File: config.mk
export PLATFORM = sky130hd
export DESIGN_NAME = signed_integer_alu_div_pow
export DESIGN_NICKNAME = d
export VERILOG_FILES = /design/src/rtl/siad_pkg.sv /design/src/rtl/siad_div.sv /design/src/rtl/signed_integer_alu_div_pow.sv
export SDC_FILE = /design/constraint.sdc
export NUM_CORES = 2
export LEC_CHECK = 0
export BUFFER_PORTS_ARGS = -buffer_cell sky130_fd_sc_hd__buf_2
export CAP_MARGIN = 10
export CORE_UTILIZATION = 50
export CTS_BUF_LIST = sky130_fd_sc_hd__clkbuf_8
export DETAILED_ROUTE_END_ITERATION = 7
export GPL_TIMING_DRIVEN = 0
export PLACE_DENSITY = 0.66
export RECOVER_POWER = 25
export SYNTH_ARGS = -nofsm -noshare
export SYNTH_HDL_FRONTEND = slang
export SYNTH_SLANG_ARGS = --single-unit
export TNS_END_PERCENT = 5
File: constraint.sdc
create_clock -name clk -period 13.6 [get_ports clk]
set_input_delay 1.36 -clock clk [delete_from_list [all_inputs] [get_ports clk]]
set_output_delay 1.36 -clock clk [all_outputs]
set_load 0.01 [all_outputs]
File: src/rtl/siad_pkg.sv
// Shared constants and types for the signed integer ALU with divide and power.
// No dependencies; imported by siad_div and signed_integer_alu_div_pow.
package siad_pkg;

  localparam int DATA_WIDTH = 32;
  localparam int CNT_W      = $clog2(DATA_WIDTH + 1);
  localparam int FUNC_W     = 3;
  localparam int STATUS_W   = 2;

  // operation codes
  localparam logic [FUNC_W-1:0] FUNC_ADD = 3'd0;
  localparam logic [FUNC_W-1:0] FUNC_SUB = 3'd1;
  localparam logic [FUNC_W-1:0] FUNC_MUL = 3'd2;
  localparam logic [FUNC_W-1:0] FUNC_DIV = 3'd3;
  localparam logic [FUNC_W-1:0] FUNC_REM = 3'd4;
  localparam logic [FUNC_W-1:0] FUNC_POW = 3'd5;

  // status codes
  localparam logic [STATUS_W-1:0] ST_OK      = 2'd0;
  localparam logic [STATUS_W-1:0] ST_UNKNOWN = 2'd1;
  localparam logic [STATUS_W-1:0] ST_DIVZERO = 2'd2;

  // divider status toward the sequencer
  typedef struct packed {
    logic busy;
    logic done;
  } div_stat_t;

endpackage

File: src/rtl/siad_div.sv
// Iterative unsigned restoring divider, one quotient bit per cycle.
// Depends on siad_pkg (DATA_WIDTH, CNT_W, div_stat_t).
module siad_div (
  input  logic                            clk,
  input  logic                            rst,
  input  logic                            start,
  input  logic [siad_pkg::DATA_WIDTH-1:0] dividend,
  input  logic [siad_pkg::DATA_WIDTH-1:0] divisor,
  output logic [siad_pkg::DATA_WIDTH-1:0] quotient,
  output logic [siad_pkg::DATA_WIDTH-1:0] remainder,
  output siad_pkg::div_stat_t             stat
);
  import siad_pkg::*;

  logic [DATA_WIDTH-1:0] dvsr;
  logic [CNT_W-1:0]      cnt;
  logic [DATA_WIDTH:0]   shifted;
  logic [DATA_WIDTH:0]   diff;

  assign shifted = {remainder, quotient[DATA_WIDTH-1]};
  assign diff    = shifted - {1'b0, dvsr};

  always_ff @(posedge clk) begin
    if (rst) begin
      stat <= '0;
      cnt  <= '0;
    end else begin
      stat.done <= 1'b0;
      if (start) begin
        remainder <= '0;
        quotient  <= dividend;
        dvsr      <= divisor;
        cnt       <= CNT_W'(DATA_WIDTH);
        stat.busy <= 1'b1;
      end else if (stat.busy) begin
        if (!diff[DATA_WIDTH]) begin
          remainder <= diff[DATA_WIDTH-1:0];
          quotient  <= {quotient[DATA_WIDTH-2:0], 1'b1};
        end else begin
          remainder <= shifted[DATA_WIDTH-1:0];
          quotient  <= {quotient[DATA_WIDTH-2:0], 1'b0};
        end
        cnt <= cnt - 1'b1;
        if (cnt == CNT_W'(1)) begin
          stat.busy <= 1'b0;
          stat.done <= 1'b1;
        end
      end
    end
  end

endmodule

File: src/rtl/signed_integer_alu_div_pow.sv
// Signed integer ALU: add, sub, mul, div, rem, pow on two's complement operands.
// Sequencer with one shared multiplier; depends on siad_pkg and siad_div.
//
// Usage: an item (func, operand_a, operand_b) is taken on in_valid & in_ready;
// exactly one result (result_value, status) follows on out_valid/out_ready.
// in_ready is high only while the sequencer is idle: one item at a time.
// States from accept to out_valid, with the receiver ready:
//   add, sub, mul, error codes, power with exponent <= 0: S_START, S_FIN
//   div, rem: S_START, S_DIV (one quotient bit per cycle in the divider), S_FIN
//   pow: S_START, then S_PMUL and S_PSQ per exponent bit up to its highest
//        set bit, a final S_PMUL and S_FIN; each exponent bit costs a multiply
//        and a square through the single shared multiplier.
// The result sits in an output register; the next item is accepted while it
// waits. If the receiver stalls, a finished item is held in the sequencer
// until the output register frees, and no new item is taken meanwhile.
// Reset (rst, synchronous) returns the sequencer to idle and drops out_valid;
// there is no stored state beyond the item in flight.
module signed_integer_alu_div_pow (
  input  logic                                    clk,
  input  logic                                    rst,
  input  logic                                    in_valid,
  output logic                                    in_ready,
  input  logic [siad_pkg::FUNC_W-1:0]             func,
  input  logic signed [siad_pkg::DATA_WIDTH-1:0]  operand_a,
  input  logic signed [siad_pkg::DATA_WIDTH-1:0]  operand_b,
  output logic                                    out_valid,
  input  logic                                    out_ready,
  output logic signed [siad_pkg::DATA_WIDTH-1:0]  result_value,
  output logic [siad_pkg::STATUS_W-1:0]           status
);
  import siad_pkg::*;

  typedef enum logic [2:0] {
    S_IDLE,
    S_START,
    S_DIV,
    S_PMUL,
    S_PSQ,
    S_FIN
  } state_t;

  state_t state;

  logic [FUNC_W-1:0]     func_r;
  logic [DATA_WIDTH-1:0] a_r, b_r;
  logic [DATA_WIDTH-1:0] acc, sq, expo;
  logic [DATA_WIDTH-1:0] res_r;
  logic [STATUS_W-1:0]   st_r;

  logic                  a_neg, b_neg;
  logic [DATA_WIDTH-1:0] mag_a, mag_b;

  logic [DATA_WIDTH-1:0]   mul_x, mul_y;
  logic [DATA_WIDTH-1:0]   mul_lo;

  logic                  div_start;
  logic [DATA_WIDTH-1:0] div_q, div_r;
  div_stat_t             dstat;

  assign a_neg = a_r[DATA_WIDTH-1];
  assign b_neg = b_r[DATA_WIDTH-1];
  assign mag_a = a_neg ? (~a_r + 1'b1) : a_r;
  assign mag_b = b_neg ? (~b_r + 1'b1) : b_r;

  // shared multiplier, low half only
  always_comb begin
    case (state)
      S_PMUL: begin
        mul_x = acc;
        mul_y = sq;
      end
      S_PSQ: begin
        mul_x = sq;
        mul_y = sq;
      end
      default: begin
        mul_x = a_r;
        mul_y = b_r;
      end
    endcase
  end

  assign mul_lo = mul_x * mul_y;

  assign div_start = (state == S_START) && (func_r == FUNC_DIV || func_r == FUNC_REM)
                     && (b_r != '0);

  siad_div u_div (
    .clk       (clk),
    .rst       (rst),
    .start     (div_start),
    .dividend  (mag_a),
    .divisor   (mag_b),
    .quotient  (div_q),
    .remainder (div_r),
    .stat      (dstat)
  );

  assign in_ready = (state == S_IDLE);

  always_ff @(posedge clk) begin
    if (rst) begin
      state     <= S_IDLE;
      out_valid <= 1'b0;
    end else begin
      // the finish state reloads the output register itself
      if (out_valid && out_ready && (state != S_FIN)) begin
        out_valid <= 1'b0;
      end
      case (state)
        S_IDLE: begin
          if (in_valid) begin
            func_r <= func;
            a_r    <= operand_a;
            b_r    <= operand_b;
            state  <= S_START;
          end
        end
        S_START: begin
          st_r  <= ST_OK;
          res_r <= '0;
          state <= S_FIN;
          case (func_r)
            FUNC_ADD: res_r <= a_r + b_r;
            FUNC_SUB: res_r <= a_r - b_r;
            FUNC_MUL: res_r <= mul_lo;
            FUNC_DIV, FUNC_REM: begin
              if (b_r == '0) begin
                st_r <= ST_DIVZERO;
              end else begin
                state <= S_DIV;
              end
            end
            FUNC_POW: begin
              if (b_neg || b_r == '0) begin
                res_r <= DATA_WIDTH'(1);
              end else begin
                acc   <= DATA_WIDTH'(1);
                sq    <= a_r;
                expo  <= b_r;
                state <= S_PMUL;
              end
            end
            default: st_r <= ST_UNKNOWN;
          endcase
        end
        S_DIV: begin
          if (dstat.done) begin
            if (func_r == FUNC_DIV) begin
              res_r <= (a_neg != b_neg) ? (~div_q + 1'b1) : div_q;
            end else begin
              res_r <= a_neg ? (~div_r + 1'b1) : div_r;
            end
            state <= S_FIN;
          end
        end
        S_PMUL: begin
          if (expo == '0) begin
            res_r <= acc;
            state <= S_FIN;
          end else begin
            if (expo[0]) begin
              acc <= mul_lo;
            end
            state <= S_PSQ;
          end
        end
        S_PSQ: begin
          sq    <= mul_lo;
          expo  <= expo >> 1;
          state <= S_PMUL;
        end
        S_FIN: begin
          if (!out_valid || out_ready) begin
            result_value <= res_r;
            status       <= st_r;
            out_valid    <= 1'b1;
            state        <= S_IDLE;
          end
        end
        default: state <= S_IDLE;
      endcase
    end
  end

  // an accepted item always takes the sequencer out of idle
  a_accept_busy: assert property (@(posedge clk) disable iff (rst)
    (in_valid && in_ready) |=> !in_ready)
    else $error("in_ready still high after accept");

  // divider completion only while the sequencer waits for it
  a_div_done: assert property (@(posedge clk) disable iff (rst)
    dstat.done |-> (state == S_DIV))
    else $error("divider done outside divide state");

  // waiting on the divider means the divider is running or finishing
  a_div_alive: assert property (@(posedge clk) disable iff (rst)
    (state == S_DIV) |-> (dstat.busy || dstat.done))
    else $error("divide state with idle divider");

  // error results carry a zero value
  a_err_zero: assert property (@(posedge clk) disable iff (rst)
    (out_valid && status != ST_OK) |-> (result_value == '0))
    else $error("nonzero value with error status");

endmodule
==> flow_summary.html <==
<table>
<tr><th>Metric</th><th>Value</th></tr>
<tr><th colspan="2">Worst setup path</th></tr>
<tr><td>Crit-path max FO</td><td>10</td></tr>
<tr><td>Type of origin of the critical path</td><td>flip-flop</td></tr>
<tr><td>Category of the critical setup timing path</td><td>flip-flop to flip-flop</td></tr>
<tr><td>Most prevalent standard cell on the critical path</td><td>sky130_fd_sc_hd__fa_1</td></tr>
<tr><td>Crit end category</td><td>flip-flop</td></tr>
<tr><td>Sum of buffers and inverters on the critical path</td><td>12</td></tr>
<tr><td>Master of the slowest instance on the critical path</td><td>sky130_fd_sc_hd__o311a_1</td></tr>
<tr><td>Critical path's largest stage delay</td><td>840 ps</td></tr>
<tr><td>Worst endpoint data arrival time</td><td>13,040 ps</td></tr>
<tr><td>Required @ worst endpoint</td><td>13,910 ps</td></tr>
<tr><td>Family with the most delay on the worst path</td><td>adder cells</td></tr>
<tr><th colspan="2">Synth</th></tr>
<tr><td>Share of the synthesized area in the top cell type</td><td>0.265</td></tr>
<tr><td>Top cells by count, synth</td><td>510 x sky130_fd_sc_hd__nor2_1, 452 x sky130_fd_sc_hd__inv_1, 410 x sky130_fd_sc_hd__fa_1</td></tr>
<tr><td>Dominant cell type by area after synthesis</td><td>sky130_fd_sc_hd__edfxtp_1</td></tr>
<tr><td>Most used flip-flop cell after synthesis</td><td>sky130_fd_sc_hd__edfxtp_1</td></tr>
<tr><td>Cell area after technology mapping</td><td>0.0371 sq mm</td></tr>
<tr><td>Synth async-reset ratio</td><td>0</td></tr>
<tr><td>Gate Count Post-Synth</td><td>4,000</td></tr>
<tr><td>Netlist cell types</td><td>83</td></tr>
<tr><td>Average footprint of a synthesized cell</td><td>9.28 sq um</td></tr>
<tr><td>Top area cells in the synthesized netlist</td><td>sky130_fd_sc_hd__edfxtp_1 26%, sky130_fd_sc_hd__fa_1 22%, sky130_fd_sc_hd__ha_1 6.5%</td></tr>
<tr><td>Number of synthesized flops with an enable pin</td><td>327</td></tr>
<tr><td>Proportion of synthesized chip area in sequential cells</td><td>0.271</td></tr>
<tr><td>Cell with the most instances after synthesis</td><td>sky130_fd_sc_hd__nor2_1</td></tr>
<tr><td>Net count after synthesis</td><td>4,673</td></tr>
<tr><td>Post-synthesis register bit count</td><td>339</td></tr>
<tr><td>Yosys warnings</td><td>0</td></tr>
<tr><th colspan="2">Place</th></tr>
<tr><td>HPWL after detailed placement</td><td>118 mm</td></tr>
<tr><td>GP Congestion</td><td>1.04</td></tr>
<tr><td>Port buffer count</td><td>106</td></tr>
<tr><td>Worst slack, placed</td><td>1390 ps</td></tr>
<tr><td>Total placed instance area</td><td>0.0394 sq mm</td></tr>
<tr><th colspan="2">Layout</th></tr>
<tr><td>Final-stage net count</td><td>4,868</td></tr>
<tr><td>Share of layout cells above drive strength 1</td><td>0.0713</td></tr>
<tr><td>Filler instances</td><td>6,680</td></tr>
<tr><td>Total area of sequential cells</td><td>0.0101 sq mm</td></tr>
<tr><td>Fin area</td><td>0.0404 sq mm</td></tr>
<tr><td>Synthesis-to-layout area growth</td><td>8.86%</td></tr>
<tr><td>Area occupied by multi-input gates</td><td>0.0246 sq mm</td></tr>
<tr><th colspan="2">Drt</th></tr>
<tr><td>Average wire length per cell after detail routing</td><td>28.5 um</td></tr>
<tr><td>Count of vias placed by the detailed router</td><td>32,400</td></tr>
<tr><td>Residual antenna-violating net count after detailed routing</td><td>0</td></tr>
<tr><td>Detailed-route DRC error count</td><td>16</td></tr>
<tr><td>Number of iterations in the first detailed-routing pass</td><td>8</td></tr>
<tr><td>Number of DRC markers after the initial detailed-route iteration</td><td>4,818</td></tr>
<tr><td>Post-detailed-routing wire length</td><td>148 mm</td></tr>
<tr><td>Ratio of routed vias to standard cells</td><td>6.24</td></tr>
<tr><th colspan="2">Floorplan</th></tr>
<tr><td>Std-Cell Core Area</td><td>0.0732 sq mm</td></tr>
<tr><td>Starting density of the core</td><td>0.507</td></tr>
<tr><td>IO Pins</td><td>107</td></tr>
<tr><td>Die Width</td><td>274 um</td></tr>
<tr><td>DIE AREA</td><td>0.0753 sq mm</td></tr>
<tr><td>Vertical die dimension</td><td>274 um</td></tr>
<tr><td>Std cell rows</td><td>99</td></tr>
<tr><th colspan="2">Run status</th></tr>
<tr><td>Violated checks</td><td>design-rule violations</td></tr>
<tr><td>Status</td><td>finished, violations left</td></tr>
<tr><th colspan="2">Timing</th></tr>
<tr><td>Final Hold Fails</td><td>0</td></tr>
<tr><td>Final Worst Setup Slack</td><td>871 ps</td></tr>
<tr><td>Setup repair after global routing missed its margin</td><td>no</td></tr>
<tr><td>Final number of max-transition violations</td><td>0</td></tr>
<tr><td>Maximum clock skew at final layout</td><td>42.4 ps</td></tr>
<tr><td>Final critical-path share of the clock period</td><td>0.936</td></tr>
<tr><td>Min Clock Period, post-route</td><td>12,730 ps</td></tr>
<tr><td>Setup TNS</td><td>0 ps</td></tr>
<tr><td>Maximum clock frequency</td><td>78.6 MHz</td></tr>
<tr><td>Final setup violating endpoints</td><td>0</td></tr>
<tr><td>Transition time at the pin with the least slew margin</td><td>1400 ps</td></tr>
<tr><td>Relative slew margins</td><td>0.0684</td></tr>
<tr><th colspan="2">Global route</th></tr>
<tr><td>Total grt overflow</td><td>0</td></tr>
<tr><td>Antenna violations before repair</td><td>8</td></tr>
<tr><td>Maximum number of pins on one net before global-route repair</td><td>54</td></tr>
<tr><td>Overall routing resource usage</td><td>0.396</td></tr>
<tr><td>Wire length of the first global-routing pass</td><td>212 mm</td></tr>
<tr><td>Via count of the first global-routing pass</td><td>30,600</td></tr>
<tr><th colspan="2">Hold path</th></tr>
<tr><td>Worst hold-check path type</td><td>flip-flop to flip-flop</td></tr>
<tr><th colspan="2">Flow run</th></tr>
<tr><td>Number of max-cap violations</td><td>0</td></tr>
<tr><th colspan="2">Clock tree</th></tr>
<tr><td>Maximum clock path buffer count</td><td>3</td></tr>
<tr><td>Root buffer cell</td><td>sky130_fd_sc_hd__clkbuf_8</td></tr>
<tr><td>Setup Fix Bufs, Post-CTS</td><td>0</td></tr>
<tr><td>Number of resized instances in the post-cts repair step</td><td>0</td></tr>
<tr><td>Hold-fix buffers, CTS</td><td>0</td></tr>
<tr><td>Clk_lat worst skew</td><td>670 ps</td></tr>
<tr><td>H-tree levels</td><td>2</td></tr>
<tr><td>Total number of clock tree sinks</td><td>339</td></tr>
<tr><td>Total CTS buffers</td><td>54</td></tr>
<tr><td>TritonCTS clock tree</td><td>built</td></tr>
<tr><td>Register clock-pin slew on the reported worst setup and hold paths</td><td>60 ps</td></tr>
</table>
==> layer usage <==
| metal | up-vias | part of all wire | global-route usage |
|---|---|---|---|
| met4 | 4 | 0.057 | 0.187 |
| met1 | 15900 | 0.40 | 0.561 |
| met3 | 436 | 0.15 | 0.129 |
| met2 | 2322 | 0.40 | 0.542 |
| met5 | - | 0.00014 | 0 |
| li1 | 13800 | - | - |
==> cell usage in the layout (no fill, tap or decap), types with 143 or more instances in the layout <==
master                       n
sky130_fd_sc_hd__nand2_1   382
sky130_fd_sc_hd__edfxtp_1  327
sky130_fd_sc_hd__clkbuf_1  216
sky130_fd_sc_hd__nor2_1    507
sky130_fd_sc_hd__a21oi_1   143
sky130_fd_sc_hd__inv_1     473
sky130_fd_sc_hd__ha_1      192
sky130_fd_sc_hd__fa_1      410
sky130_fd_sc_hd__xnor2_1   167
sky130_fd_sc_hd__o21ai_0   176
==> worst reg2reg max path, delay by kind of cell, from the launching register on <==
family | cells | cell delay (ps)
AOI/OAI and AO/OA | 9 | 3150
adders and majority gates | 9 | 4160
DFF | 1 | 420
buffers and inverters | 12 | 3490
and+or+nand+nor | 3 | 440
xor gates and xnor gates | 1 | 760
==> final cells by class <==
cell class                 count  area share
multi-input combinational   2966       0.608
antenna                        5    0.000310
clock inverter                41     0.00703
timing repair buffer         139      0.0214
clock buffer                  55      0.0187
tap                          959      0.0297
inverter                     454      0.0422
buffer                       241      0.0237
sequential                   339       0.249
==> sequential cells by signal, indices dropped and copies added, names as in the netlist, 3 cells and up <==
register and count:
u_div.dvsr 32, res_r 32, u_div.quotient 32, acc 32, sq 32, expo 32
u_div.cnt 6, u_div.remainder 32, a_r 32, func_r 3, state 3, result_value 32
b_r 32
==> through the flow <==
| step | hold WS (ps) | cells | utilization |
|---|---|---|---|
| 6_report | 417 | 5199 | 0.552 |
| 5_1_grt | 429 | 5194 | 0.552 |
| 2_1_floorplan | 400 | 4000 | - |
| 3_5_place_dp | 405 | 5095 | 0.538 |
| 3_3_place_gp | 402 | 5065 | 0.531 |
| 4_1_cts | 417 | 5191 | 0.552 |
==> cell families (layout without fill, tap and decap cells) <==
family	after synthesis	count (layout)	share of synthesized area
other cells	0	5	0
compound gates	717	717	0.129
mux	40	40	0.0109
fa+ha+maj	602	602	0.286
simple gates	1313	1313	0.162
xor+xnor	294	294	0.0697
buf+inv	695	930	0.0717
flops	339	339	0.271
==> path summary, 6_finish.rpt <==
check,to,slack [ps],cells past startpoint,start
worst max-delay path,res_r[31],870,34,state[2]
worst min-delay path,result_value[1],420,0,res_r[1]
worst max register to register,res_r[31],870,34,state[2]
worst min register to register,result_value[1],420,0,res_r[1]
Power is left out: the tool's default activity adds up to more than one toggle a clock period on the data nets, which glitch-free logic cannot reach.
